[src/design/assert_macros.svh]
// Assertion macros shared by the design files.
`ifndef ASSERT_MACROS_SVH
`define ASSERT_MACROS_SVH

`ifndef SYNTH

// Property must hold at every clock edge outside reset.
`define ASSERT_ALWAYS(lbl, clk, rst, prop) \
   lbl: assert property (@(posedge clk) disable iff (rst) (prop)) \
      else $error("assertion failed");

// Expression must never be true outside reset.
`define ASSERT_NEVER(lbl, clk, rst, expr) \
   lbl: assert property (@(posedge clk) disable iff (rst) !(expr)) \
      else $error("forbidden condition seen");

`else

`define ASSERT_ALWAYS(lbl, clk, rst, prop)
`define ASSERT_NEVER(lbl, clk, rst, expr)

`endif

`endif

[src/design/ferc_pkg.sv]
// Shared sizes, codes and the extent record for the free extent table.
package ferc_pkg;

   localparam int MAX_EXTENTS = 16;
   localparam int ADDR_BITS   = 16;
   localparam int IDX_BITS    = $clog2(MAX_EXTENTS);
   localparam int CNT_BITS    = $clog2(MAX_EXTENTS + 1);
   localparam int END_BITS    = ADDR_BITS + 1;
   localparam int SUM_BITS    = ADDR_BITS + 2;

   localparam logic [1:0] OP_LOAD    = 2'd0;
   localparam logic [1:0] OP_RELEASE = 2'd1;
   localparam logic [1:0] OP_DUMP    = 2'd2;

   localparam logic [1:0] ST_OK       = 2'd0;
   localparam logic [1:0] ST_FULL     = 2'd1;
   localparam logic [1:0] ST_OVERFLOW = 2'd2;
   localparam logic [1:0] ST_EMPTY    = 2'd3;

   typedef logic [ADDR_BITS-1:0] addr_type;

   typedef struct packed {
      addr_type base;
      addr_type length;
   } extent_type;

endpackage

[src/design/ferc_extent_ram.sv]
// Extent table storage: one write port, one registered read port.
module ferc_extent_ram
   import ferc_pkg::*;
(
   input  logic                clock,
   input  logic                wr_en,
   input  logic [IDX_BITS-1:0] wr_addr,
   input  extent_type          wr_data,
   input  logic                rd_en,
   input  logic [IDX_BITS-1:0] rd_addr,
   output extent_type          rd_data
);

   extent_type mem [MAX_EXTENTS];
   extent_type rd_data_ff;

   always_ff @(posedge clock) begin
      if (wr_en) begin
         mem[wr_addr] <= wr_data;
      end
   end

   always_ff @(posedge clock) begin
      if (rd_en) begin
         rd_data_ff <= mem[rd_addr];
      end
   end

   assign rd_data = rd_data_ff;

endmodule

[src/design/free_extent_release_coalesce.sv]
// Top level of the address-ordered free extent table with release coalescing.
//
// The block keeps up to MAX_EXTENTS free extents (base, length) sorted by
// address in a single-port-read, single-port-write table with a registered
// read port. A load (opcode 0) appends an extent at the end of the table,
// a release (opcode 1) scans from the lowest entry for the first extent at or
// above the end of the released block and merges it with the touching lower
// and/or upper neighbor or inserts it as a new extent, and a dump (opcode 2)
// returns every extent in address order with last set on the final one.
// Loads, releases and the unused opcode return one transaction with base and
// length zero and a status: ok, table full, address overflow, or list empty
// for a dump of an empty table. Overlap and ordering of loaded extents are
// not checked. One item is worked on at a time; req_stall is high from
// acceptance until the last result has entered the output register, which
// may still be holding it when the next request is accepted. A release reads
// the table through its one read port, first in a scan from the lowest entry
// and then, for an insert or a two-sided merge, in a shift of the entries
// above that point; a dump reads one extent at a time. No clearing pass is
// needed after reset.
`include "assert_macros.svh"

module free_extent_release_coalesce
   import ferc_pkg::*;
(
   input  logic                 clock,
   input  logic                 reset,
   input  logic                 req_valid,
   output logic                 req_stall,
   input  logic [1:0]           req_opcode,
   input  logic [ADDR_BITS-1:0] req_block_base,
   input  logic [ADDR_BITS-1:0] req_block_length,
   output logic                 rsp_valid,
   input  logic                 rsp_stall,
   output logic [ADDR_BITS-1:0] rsp_extent_base,
   output logic [ADDR_BITS-1:0] rsp_extent_length,
   output logic [1:0]           rsp_status,
   output logic                 rsp_last
);

   typedef enum logic [2:0] {
      S_IDLE,
      S_EXEC,
      S_SCAN,
      S_DECIDE,
      S_SHIFT,
      S_EMIT,
      S_DUMP_RD,
      S_DUMP_WR
   } state_type;

   state_type            state_ff, state_in;
   logic [1:0]           op_ff, op_in;
   addr_type             base_ff, base_in;
   addr_type             len_ff, len_in;
   logic [END_BITS-1:0]  end_ff, end_in;
   logic [CNT_BITS-1:0]  count_ff, count_in;
   logic [CNT_BITS-1:0]  issue_ff, issue_in;
   logic [CNT_BITS-1:0]  chk_ff, chk_in;
   logic                 pend_ff, pend_in;
   logic [CNT_BITS-1:0]  idx_ff, idx_in;
   extent_type           prev_ff, prev_in;
   extent_type           cur_ff, cur_in;
   logic [CNT_BITS-1:0]  src_ff, src_in;
   logic [CNT_BITS-1:0]  left_ff, left_in;
   logic                 dir_up_ff, dir_up_in;
   logic [IDX_BITS-1:0]  pdst_ff, pdst_in;
   logic [1:0]           status_ff, status_in;
   logic [CNT_BITS-1:0]  dump_ff, dump_in;

   logic                 rsp_valid_ff, rsp_valid_in;
   addr_type             rsp_base_ff, rsp_base_in;
   addr_type             rsp_len_ff, rsp_len_in;
   logic [1:0]           rsp_status_ff, rsp_status_in;
   logic                 rsp_last_ff, rsp_last_in;

   logic                 ram_wr_en;
   logic [IDX_BITS-1:0]  ram_wr_addr;
   extent_type           ram_wr_data;
   logic                 ram_rd_en;
   logic [IDX_BITS-1:0]  ram_rd_addr;
   extent_type           ram_rd_data;

   logic                 out_free;
   logic                 rsp_load;
   logic                 addr_over;
   logic                 table_full;
   logic [END_BITS-1:0]  prev_end;
   logic                 low_touch;
   logic                 up_touch;
   addr_type             add_a;
   addr_type             add_b;
   logic [SUM_BITS-1:0]  merged;
   logic                 merge_over;
   logic [CNT_BITS-1:0]  idx_m1;
   logic [CNT_BITS-1:0]  dump_p1;

   ferc_extent_ram u_ram (
      .clock   (clock),
      .wr_en   (ram_wr_en),
      .wr_addr (ram_wr_addr),
      .wr_data (ram_wr_data),
      .rd_en   (ram_rd_en),
      .rd_addr (ram_rd_addr),
      .rd_data (ram_rd_data)
   );

   // Output register is free when empty or being taken this cycle.
   assign out_free = !rsp_valid_ff || !rsp_stall;

   // Block end lies above the address space unless it lands exactly on it.
   assign addr_over  = end_ff[ADDR_BITS] && (end_ff[ADDR_BITS-1:0] != '0);
   assign table_full = (count_ff >= CNT_BITS'(MAX_EXTENTS));

   // Neighbor tests against the extent below (prev) and the one found (cur).
   assign prev_end  = {1'b0, prev_ff.base} + {1'b0, prev_ff.length};
   assign low_touch = (idx_ff != '0) && (prev_end == {1'b0, base_ff});
   assign up_touch  = (idx_ff != count_ff) && ({1'b0, cur_ff.base} == end_ff);

   // One adder covers all three merge shapes.
   assign add_a      = low_touch ? prev_ff.length : '0;
   assign add_b      = up_touch ? cur_ff.length : '0;
   assign merged     = {2'b00, add_a} + {2'b00, len_ff} + {2'b00, add_b};
   assign merge_over = (merged[SUM_BITS-1:ADDR_BITS] != '0);

   assign idx_m1  = idx_ff - CNT_BITS'(1);
   assign dump_p1 = dump_ff + CNT_BITS'(1);

   always_comb begin
      state_in      = state_ff;
      op_in         = op_ff;
      base_in       = base_ff;
      len_in        = len_ff;
      end_in        = end_ff;
      count_in      = count_ff;
      issue_in      = issue_ff;
      chk_in        = chk_ff;
      pend_in       = pend_ff;
      idx_in        = idx_ff;
      prev_in       = prev_ff;
      cur_in        = cur_ff;
      src_in        = src_ff;
      left_in       = left_ff;
      dir_up_in     = dir_up_ff;
      pdst_in       = pdst_ff;
      status_in     = status_ff;
      dump_in       = dump_ff;
      rsp_base_in   = rsp_base_ff;
      rsp_len_in    = rsp_len_ff;
      rsp_status_in = rsp_status_ff;
      rsp_last_in   = rsp_last_ff;
      rsp_load      = 1'b0;
      ram_wr_en     = 1'b0;
      ram_wr_addr   = '0;
      ram_wr_data   = '0;
      ram_rd_en     = 1'b0;
      ram_rd_addr   = '0;

      case (state_ff)
         S_IDLE: begin
            // Capture the transaction and its end address.
            if (req_valid) begin
               op_in    = req_opcode;
               base_in  = req_block_base;
               len_in   = req_block_length;
               end_in   = {1'b0, req_block_base} + {1'b0, req_block_length};
               state_in = S_EXEC;
            end
         end

         S_EXEC: begin
            status_in = ST_OK;
            state_in  = S_EMIT;
            case (op_ff)
               OP_LOAD: begin
                  if (len_ff == '0) begin
                     status_in = ST_OK;
                  end else if (addr_over) begin
                     status_in = ST_OVERFLOW;
                  end else if (table_full) begin
                     status_in = ST_FULL;
                  end else begin
                     ram_wr_en   = 1'b1;
                     ram_wr_addr = count_ff[IDX_BITS-1:0];
                     ram_wr_data = '{base: base_ff, length: len_ff};
                     count_in    = count_ff + CNT_BITS'(1);
                  end
               end
               OP_RELEASE: begin
                  if (len_ff == '0) begin
                     status_in = ST_OK;
                  end else if (addr_over) begin
                     status_in = ST_OVERFLOW;
                  end else begin
                     issue_in = '0;
                     pend_in  = 1'b0;
                     state_in = S_SCAN;
                  end
               end
               OP_DUMP: begin
                  if (count_ff == '0) begin
                     status_in = ST_EMPTY;
                  end else begin
                     dump_in  = '0;
                     state_in = S_DUMP_RD;
                  end
               end
               default: begin
                  status_in = ST_OK;
               end
            endcase
         end

         S_SCAN: begin
            // Stream reads one per cycle; stop at the first base at or above end.
            if (pend_ff && ({1'b0, ram_rd_data.base} >= end_ff)) begin
               idx_in   = chk_ff;
               cur_in   = ram_rd_data;
               pend_in  = 1'b0;
               state_in = S_DECIDE;
            end else if (!pend_ff && (issue_ff == count_ff)) begin
               idx_in   = count_ff;
               state_in = S_DECIDE;
            end else begin
               if (pend_ff) begin
                  prev_in = ram_rd_data;
               end
               if (issue_ff != count_ff) begin
                  ram_rd_en   = 1'b1;
                  ram_rd_addr = issue_ff[IDX_BITS-1:0];
                  pend_in     = 1'b1;
                  chk_in      = issue_ff;
                  issue_in    = issue_ff + CNT_BITS'(1);
               end else begin
                  pend_in = 1'b0;
               end
            end
         end

         S_DECIDE: begin
            status_in = ST_OK;
            state_in  = S_EMIT;
            pend_in   = 1'b0;
            if (low_touch || up_touch) begin
               if (merge_over) begin
                  status_in = ST_OVERFLOW;
               end else if (low_touch && up_touch) begin
                  // Grow the lower extent, then close the gap over the upper one.
                  ram_wr_en   = 1'b1;
                  ram_wr_addr = idx_m1[IDX_BITS-1:0];
                  ram_wr_data = '{base: prev_ff.base, length: merged[ADDR_BITS-1:0]};
                  count_in    = count_ff - CNT_BITS'(1);
                  left_in     = count_ff - idx_ff - CNT_BITS'(1);
                  src_in      = idx_ff + CNT_BITS'(1);
                  dir_up_in   = 1'b0;
                  state_in    = S_SHIFT;
               end else if (low_touch) begin
                  ram_wr_en   = 1'b1;
                  ram_wr_addr = idx_m1[IDX_BITS-1:0];
                  ram_wr_data = '{base: prev_ff.base, length: merged[ADDR_BITS-1:0]};
               end else begin
                  ram_wr_en   = 1'b1;
                  ram_wr_addr = idx_ff[IDX_BITS-1:0];
                  ram_wr_data = '{base: base_ff, length: merged[ADDR_BITS-1:0]};
               end
            end else if (table_full) begin
               status_in = ST_FULL;
            end else begin
               // Open a hole at the insert point, top entry first.
               count_in  = count_ff + CNT_BITS'(1);
               left_in   = count_ff - idx_ff;
               src_in    = count_ff - CNT_BITS'(1);
               dir_up_in = 1'b1;
               state_in  = S_SHIFT;
            end
         end

         S_SHIFT: begin
            // Write back the entry read last cycle to its new slot.
            if (pend_ff) begin
               ram_wr_en   = 1'b1;
               ram_wr_addr = pdst_ff;
               ram_wr_data = ram_rd_data;
            end
            if (left_ff != '0) begin
               ram_rd_en   = 1'b1;
               ram_rd_addr = src_ff[IDX_BITS-1:0];
               pend_in     = 1'b1;
               left_in     = left_ff - CNT_BITS'(1);
               if (dir_up_ff) begin
                  pdst_in = IDX_BITS'(src_ff + CNT_BITS'(1));
                  src_in  = src_ff - CNT_BITS'(1);
               end else begin
                  pdst_in = IDX_BITS'(src_ff - CNT_BITS'(1));
                  src_in  = src_ff + CNT_BITS'(1);
               end
            end else begin
               pend_in = 1'b0;
               if (!pend_ff) begin
                  if (dir_up_ff) begin
                     ram_wr_en   = 1'b1;
                     ram_wr_addr = idx_ff[IDX_BITS-1:0];
                     ram_wr_data = '{base: base_ff, length: len_ff};
                  end
                  state_in = S_EMIT;
               end
            end
         end

         S_EMIT: begin
            if (out_free) begin
               rsp_load      = 1'b1;
               rsp_base_in   = '0;
               rsp_len_in    = '0;
               rsp_status_in = status_ff;
               rsp_last_in   = 1'b1;
               state_in      = S_IDLE;
            end
         end

         S_DUMP_RD: begin
            // Read only once the output register can take the entry next cycle.
            if (out_free) begin
               ram_rd_en   = 1'b1;
               ram_rd_addr = dump_ff[IDX_BITS-1:0];
               state_in    = S_DUMP_WR;
            end
         end

         S_DUMP_WR: begin
            rsp_load      = 1'b1;
            rsp_base_in   = ram_rd_data.base;
            rsp_len_in    = ram_rd_data.length;
            rsp_status_in = ST_OK;
            rsp_last_in   = (dump_p1 == count_ff);
            dump_in       = dump_p1;
            state_in      = (dump_p1 == count_ff) ? S_IDLE : S_DUMP_RD;
         end

         default: begin
            state_in = S_IDLE;
         end
      endcase

      rsp_valid_in = rsp_load ? 1'b1 : (rsp_valid_ff && rsp_stall);
   end

   always_ff @(posedge clock) begin
      if (reset) begin
         state_ff     <= S_IDLE;
         count_ff     <= '0;
         pend_ff      <= 1'b0;
         rsp_valid_ff <= 1'b0;
      end else begin
         state_ff     <= state_in;
         count_ff     <= count_in;
         pend_ff      <= pend_in;
         rsp_valid_ff <= rsp_valid_in;
      end
      op_ff         <= op_in;
      base_ff       <= base_in;
      len_ff        <= len_in;
      end_ff        <= end_in;
      issue_ff      <= issue_in;
      chk_ff        <= chk_in;
      idx_ff        <= idx_in;
      prev_ff       <= prev_in;
      cur_ff        <= cur_in;
      src_ff        <= src_in;
      left_ff       <= left_in;
      dir_up_ff     <= dir_up_in;
      pdst_ff       <= pdst_in;
      status_ff     <= status_in;
      dump_ff       <= dump_in;
      rsp_base_ff   <= rsp_base_in;
      rsp_len_ff    <= rsp_len_in;
      rsp_status_ff <= rsp_status_in;
      rsp_last_ff   <= rsp_last_in;
   end

   assign req_stall         = (state_ff != S_IDLE);
   assign rsp_valid         = rsp_valid_ff;
   assign rsp_extent_base   = rsp_base_ff;
   assign rsp_extent_length = rsp_len_ff;
   assign rsp_status        = rsp_status_ff;
   assign rsp_last          = rsp_last_ff;

   // Table never holds more extents than it has rows.
   `ASSERT_NEVER(a_count_bound, clock, reset, count_ff > CNT_BITS'(MAX_EXTENTS))
   // A held result is never overwritten by the next one.
   `ASSERT_NEVER(a_no_overwrite, clock, reset, rsp_load && rsp_valid_ff && rsp_stall)
   // Shifts and scans never read the row being written in the same cycle.
   `ASSERT_NEVER(a_no_rw_clash, clock, reset, ram_wr_en && ram_rd_en && (ram_wr_addr == ram_rd_addr))
   // An accepted transaction always goes straight to decode.
   `ASSERT_ALWAYS(a_accept_exec, clock, reset, (req_valid && !req_stall) |=> (state_ff == S_EXEC))

endmodule

[config.mk]
export PLATFORM = sky130hd
export DESIGN_NAME = free_extent_release_coalesce
export DESIGN_NICKNAME = d
export VERILOG_FILES = /design/src/design/ferc_pkg.sv /design/src/design/ferc_extent_ram.sv /design/src/design/free_extent_release_coalesce.sv
export VERILOG_INCLUDE_DIRS = /design/src /design/src/design
export SDC_FILE = /design/constraint.sdc
export NUM_CORES = 1
export LEC_CHECK = 0
export BUFFER_PORTS_ARGS = -buffer_cell sky130_fd_sc_hd__buf_4
export CELL_PAD_IN_SITES_DETAIL_PLACEMENT = 0
export CELL_PAD_IN_SITES_GLOBAL_PLACEMENT = 2
export CORE_MARGIN = 5
export CORE_UTILIZATION = 38
export DETAILED_ROUTE_END_ITERATION = 10
export PLACE_DENSITY = 0.69
export SLEW_MARGIN = 40
export SYNTH_ARGS = -nofsm -noshare
export SYNTH_HDL_FRONTEND = slang
export SYNTH_SLANG_ARGS = --single-unit
[constraint.sdc]
create_clock -name clock -period 25 [get_ports clock]
set_clock_uncertainty 0.1 [all_clocks]
set_input_delay 3.75 -clock clock [delete_from_list [all_inputs] [get_ports clock]]
set_output_delay 3.75 -clock clock [all_outputs]
set_load 0.05 [all_outputs]
==> results.sh, run 1 <==
export IMPL_status="finished clean"
export IMPL_post_place_cells=3572
export IMPL_area_growth_pct=14.63
export IMPL_gr_total_overflow=0
export IMPL_slowest_stage="or3_2"
export IMPL_wl_met2_mm=45.18
export IMPL_seq_area_um2=22120
export IMPL_dominantRegCellSynth="edfxtp_1"
export IMPL_wl_met3_mm=5.691
export IMPL_p_total_mw=3.155
export IMPL_cp_max_fo=32
export IMPL_place_area_um2=35330
export IMPL_max_stage_delay_ns=0.71
export IMPL_dieArea_um2=93320
export IMPL_worstMarginPinSlew_ns=0.8514
export IMPL_min_period_ns=8.293
export IMPL_drcViolationCount=0
export IMPL_cp_depth=28
export IMPL_antenna_found_initial=7
export IMPL_setup_viol=0
export IMPL_routed_via_density=5.586
export IMPL_ctsResizeCount=0
export IMPL_hold_path_depth=1
export IMPL_post_cts_setup_buffers=0
export IMPL_dr_pass1_iters=5
export IMPL_layout_nets=2647
export IMPL_fmax_ghz=0.1206
export IMPL_gr_usage_all_layers=0.2043
export IMPL_setup_tns_ns=0
export IMPL_hp_class="reg -> reg"
export IMPL_async_flop_share=0
export IMPL_yosysWarnings=0
export IMPL_fillers=7860
export IMPL_p_leak_nw=12.72
export IMPL_regToRegSetupSlack_ns=16.71
export IMPL_power_density_nw_per_um2=82.96
export IMPL_syn_area_per_cell_um2=13.74
export IMPL_ys_ff_latch=740
export IMPL_drv_cap=0
export IMPL_fin_crit_sh=0.3317
export IMPL_wl_met1_mm=44.78
export IMPL_numClockSinks=740
export IMPL_detailroute_via_count=20803
export IMPL_syn_nets=2559
export IMPL_worstHoldEndpoint="rsp_status[0]"
export IMPL_grt_setup_unrepaired="no"
export IMPL_clk_pin_slew_ns=0.06
export IMPL_io_buffer_count=74
export IMPL_cp_top_family="simple AND/OR/NAND/NOR gates"
export IMPL_pin_count=75
export IMPL_core_um2=86750
export IMPL_clkLatencyLatePin_ns=0.64
export IMPL_synthCells=2415
export IMPL_end_kind="register"
export IMPL_post_route_cell_area_um2=38030
export IMPL_synth_edff_count=730
export IMPL_hpwlAfterDp_mm=62.36
export IMPL_cts_tree="done"
export IMPL_arrival_ns=8.47
export IMPL_critPathBufInv=5
export IMPL_startpoint_type="register"
export IMPL_reg2reg_to="u_ram.mem[13][21]"
export IMPL_hp_start="status_ff[0]"
export IMPL_avgRoutedWirePerCell_um=26.45
export IMPL_place_congestion=0.8573
export IMPL_netlist_area_um2=33180
export IMPL_layout_common_cells="edfxtp_1, nand2_1, buf_4"
export IMPL_relSlewSlack=0.4324
export IMPL_hold_ws_ns=0.4347
export IMPL_grt_pass1_vias=20704
export IMPL_highest_layer="met4"
export IMPL_cts_root_buf="clkbuf_16"
export IMPL_drtIter0Drc=1641
export IMPL_grt_max_degree=155
export IMPL_ctsLongestPathBuffers=3
export IMPL_htreeDepth=3
export IMPL_initial_core_util=0.3824
export IMPL_cts_buffers=82
export IMPL_hold_buffers=0
export IMPL_r2r_start="prev_ff[16]"
export IMPL_die_w_um=305.5
export IMPL_drt_wl_total_mm=98.49
export IMPL_final_hold_violation_count=0
export IMPL_final_cells=3724
export IMPL_rows=108
export IMPL_worst_ep_required_time_ns=25.18
export IMPL_slew_viol_final=0
export IMPL_grt_pass1_wl_mm=142.1
export IMPL_die_h_um=305.5
export IMPL_drive_above_1_share=0.1523
export IMPL_antenna_left=0
export IMPL_multiInputGateArea_um2=10560
export IMPL_ys_seq_area_frac=0.6668
export IMPL_vdd_ir_drop_max_mv=0.05595
export IMPL_r2r_cells=28
export IMPL_synthDistinctLibCells=83
export IMPL_final_common_cell="edfxtp_1"
export IMPL_criticalPathCategory="reg -> reg"
[sequential cells by signal, summed over array words and instances, names as in the netlist, 3 cells and up]
signal	cells
src_ff	4
prev_ff	32
count_ff	5
dump_ff	5
u_ram.mem	512
rsp_extent_base	16
end_ff	17
len_ff	16
left_ff	5
base_ff	16
pdst_ff	4
state_ff	3
chk_ff	5
rsp_extent_length	16
issue_ff	5
cur_ff	32
u_ram.rd_data	32
idx_ff	5
[synthesized netlist by cell type, drive strengths merged (45+ instances only)]
cell,number,area share
edfxtp,730,0.66
nand2,284,0.032
a21oi,112,0.017
and2,98,0.018
clkbuf,87,0.0099
ha,86,0.032
nor2,72,0.0082
mux2,66,0.022
inv,63,0.0071
o21ai,58,0.0089
nand3,56,0.0084
a22oi,52,0.012
xnor2,48,0.013
xor2,46,0.012
mux2i,45,0.014
[routing by layer]
metal | vias to the layer above | track usage
li1 | 9390 | -
met5 | - | 0
met2 | 638 | 0.3236
met4 | 0 | 0.06039
met1 | 10638 | 0.2909
met3 | 137 | 0.03662
[report_power, final]
group	internal [mW]	total, mW	switching [mW]
clock	0.684	1.19	0.508
sequential	1.44	1.50	0.0632
combinational	0.155	0.464	0.309
[cell type report]
class                   instances  area share
clock inverters                49     0.01244
multi-input cells            1489      0.2775
inverters                      65    0.006415
well taps                    1155     0.03800
flip-flops and latches        740      0.5817
diodes                          1  0.00006580
clock buffers                 100     0.05711
repair buffers                125     0.02678
[worst max path at each step]
stage                      startpoint           endpoint  slack [ns]
after floorplan           prev_ff[16]    u_ram.mem[9][0]       15.32
after global routing      prev_ff[16]  u_ram.mem[13][27]       16.29
after CTS                 prev_ff[16]  u_ram.mem[13][27]       16.72
after global placement    prev_ff[16]  u_ram.mem[15][22]       16.47
final                     prev_ff[16]  u_ram.mem[13][21]       16.71
after detailed placement  prev_ff[16]   u_ram.mem[9][13]       16.78
[metrics by stage]
stage / setup slack (ns) / utilization
5_1_grt: 16.29 / 0.4384
2_1_floorplan: 15.32 / -
6_report: 16.71 / 0.4384
4_1_cts: 16.72 / 0.4377
3_3_place_gp: 16.47 / 0.4061
3_5_place_dp: 16.78 / 0.4072
[worst reg2reg max path, delay by kind of cell (launching register included)]
family	cells	cell delay, ns
and+or+nand+nor	9	2.64
DFF	1	0.37
adders and majority gates	5	1.43
AOI/OAI and AO/OA	9	2.21
buffers and inverters	5	1.16
[cells by family (layout without fill, tap and decap cells)]
| family | after synthesis | in the layout | synth area share |
|---|---|---|---|
| compound gates | 511 | 511 | 0.1079 |
| xor+xnor | 94 | 94 | 0.02482 |
| fa+ha+maj | 106 | 106 | 0.04450 |
| buf+inv | 186 | 339 | 0.02191 |
| flops | 740 | 740 | 0.6668 |
| mux | 111 | 111 | 0.03609 |
| other cells | 0 | 1 | 0 |
| simple gates | 667 | 667 | 0.09805 |
Power figures use the tool's default switching activity.
==> run 2: changes to the inputs <==
- PLACE_DENSITY: 0.69 -> 0.72
- clock period: 25 -> 7 ns (I/O delays scaled with it)
==> run 2 against run 1 <==
The flow now finishes with violations (setup timing). Design area is 6.6% higher. Cell count increased by 4.5%. Die area unchanged. Clock-buffer cell count is 2 lower. Largest cell class unchanged.
==> results.sh, run 2 (synthesis results as in run 1) <==
export IMPL_cts_buffers=83
export IMPL_cts_root_buf="clkbuf_16"
export IMPL_grt_pass1_vias=21259
export IMPL_ctsLongestPathBuffers=3
export IMPL_use_met1=0.2921
export IMPL_p_leak_nw=13.81
export IMPL_initial_core_util=0.3824
export IMPL_area_growth_pct=22.25
export IMPL_setup_viol=278
export IMPL_largest_register_ffs=512
export IMPL_drv_cap=0
export IMPL_setup_tns_ns=-21.40
export IMPL_avgRoutedWirePerCell_um=25.23
export IMPL_grt_setup_unrepaired="yes"
export IMPL_place_congestion=0.8914
export IMPL_grt_max_degree=140
export IMPL_drtIter0Drc=1932
export IMPL_startpoint_type="register"
export IMPL_worst_ep_required_time_ns=7.26
export IMPL_switchingPower_mw=3.141
export IMPL_power_density_nw_per_um2=280.5
export IMPL_fin_crit_sh=1.023
export IMPL_post_place_cells=3691
export IMPL_top_register="u_ram.mem"
export IMPL_intPower_mw=8.237
export IMPL_final_common_cell="edfxtp_1"
export IMPL_layout_nets=2813
export IMPL_worstMarginPinSlew_ns=0.9191
export IMPL_layout_common_cells="edfxtp_1, nand2_1, buf_4"
export IMPL_comb_power_share=0.151
export IMPL_clk_pin_slew_ns=0.06
export IMPL_io_buffer_count=74
export IMPL_relSlewSlack=0.3872
export IMPL_dieArea_um2=93320
export IMPL_fillers=7716
export IMPL_die_w_um=305.5
export IMPL_routed_via_density=5.492
export IMPL_top_usage_layer="met2"
export IMPL_fmax_ghz=0.1397
export IMPL_rows=108
export IMPL_grt_pass1_wl_mm=143.2
export IMPL_core_um2=86750
export IMPL_violations="setup timing"
export IMPL_final_hold_violation_count=0
export IMPL_dr_pass1_iters=7
export IMPL_drive_above_1_share=0.2146
export IMPL_vdd_ir_drop_max_mv=0.2047
export IMPL_status="complete, but fails checks"
export IMPL_gr_total_overflow=0
export IMPL_htreeDepth=3
export IMPL_clkLatencyLatePin_ns=0.66
export IMPL_min_period_ns=7.158
export IMPL_hpwlAfterDp_mm=64.96
export IMPL_gr_usage_all_layers=0.2026
export IMPL_slew_viol_final=0
export IMPL_die_h_um=305.5
export IMPL_cp_max_fo=7
export IMPL_antenna_left=0
export IMPL_use_met2=0.3157
export IMPL_final_cells=3890
export IMPL_antenna_found_initial=7
export IMPL_end_kind="register"
export IMPL_drt_wl_total_mm=98.13
export IMPL_hold_buffers=0
export IMPL_pin_count=75
export IMPL_p_sw_frac=0.2761
export IMPL_numClockSinks=740
export IMPL_num_antenna_cells=0
export IMPL_drcViolationCount=0
export IMPL_cts_tree="done"
export IMPL_setup_ws_ns=-0.1577
export IMPL_detailroute_via_count=21362
export IMPL_grt_util_met3=0.03732
export IMPL_hp_class="reg -> reg"
export IMPL_power_share_sequential=0.469
export IMPL_arrival_ns=7.42
export IMPL_power_share_clock=0.380
export IMPL_criticalPathCategory="reg -> reg"
[run 2: changes by cell type in the layout (fill, tap and decap cells not counted), sizes merged]
cell,before,now
diode,1,0
clkbuf,100,108
clkinv,43,38
buf,125,280
clkinvlp,1,3
inv,64,69
bufinv,6,8
[run 2: worst paths after layout]
| kind | from | to | slack, ns | cells past startpoint |
|---|---|---|---|---|
| setup reg to reg | prev_ff[3] | u_ram.mem[14][6] | -0.16 | 27 |
| hold / removal | status_ff[0] | rsp_status[0] | 0.42 | 1 |
| hold reg to reg | status_ff[0] | rsp_status[0] | 0.42 | 1 |
| setup / recovery | prev_ff[3] | u_ram.mem[14][6] | -0.16 | 27 |
[run 2: power by group through the flow]
stage	Clock (mW)	Sequential (mW)	Combinational (mW)
6_report	4.32	5.34	1.72
5_1_grt	4.61	5.35	1.86
4_1_cts	4.42	5.34	1.72
3_5_place_dp	0	5.43	1.70
3_3_place_gp	0	5.43	1.69
2_1_floorplan	0	5.36	1.01
[run 2: layout make-up]
| class | count | area (um^2) | area share |
|---|---|---|---|
| Clock buffer | 98 | 2133 | 0.05260 |
| Clock inverter | 53 | 554.3 | 0.01367 |
| Inverter | 65 | 246.5 | 0.006077 |
| Multi-Input combinational cell | 1489 | 10880 | 0.2682 |
| Sequential cell | 740 | 22120 | 0.5454 |
| Tap cell | 1155 | 1445 | 0.03563 |
| Timing Repair Buffer | 290 | 3182 | 0.07845 |
[run 2: critical path, stage by stage, from the launching register on]
cell	delay, ns
edfxtp_1	0.45
ha_1	0.40
nand3_1	0.15
a21oi_4	0.05
or3_4	0.41
mux2i_1	0.15
a211oi_1	0.09
or4_4	0.57
nor4_4	0.24
buf_6	0.15
buf_12	0.10
buf_16	0.11
and2_4	0.14
fa_1	0.45
ha_4	0.27
nor2b_2	0.15
o31a_1	0.29
o211ai_1	0.19
nand3b_1	0.16
o21a_1	0.21
a41o_1	0.26
or3_4	0.41
o31a_1	0.34
buf_4	0.15
buf_4	0.13
nand3_4	0.14
and4_4	0.38
clkbuf_16	0.20
[run 2: what timing repair did]
item	4_1_cts	5_1_grt
setup endpoints to repair	483	528
gates cloned	7	11
setup buffers	16	15
pin swaps	11	27
gates resized for setup	46	26
[run 2: metrics by stage]
stage	utilization	worst slack [ns]	hold slack [ns]	power [mW]	area (um^2)
CTS	0.4621	0.004811	0.4232	11.48	40090
global placement	0.4249	-0.1229	0.4078	7.115	36860
finish	0.4675	-0.1577	0.4180	11.38	40560
floorplan	-	-0.2345	0.3244	6.373	33400
detailed placement	0.4250	-0.1593	0.4095	7.128	36870
global route	0.4675	-0.3834	0.4430	11.83	40560
[run 2: metal layers]
metal  share of wire  routed length (um)
met4           0.029                2810
met3           0.059                5767
met2            0.46               44870
met5               0                   0
met1            0.46               44680
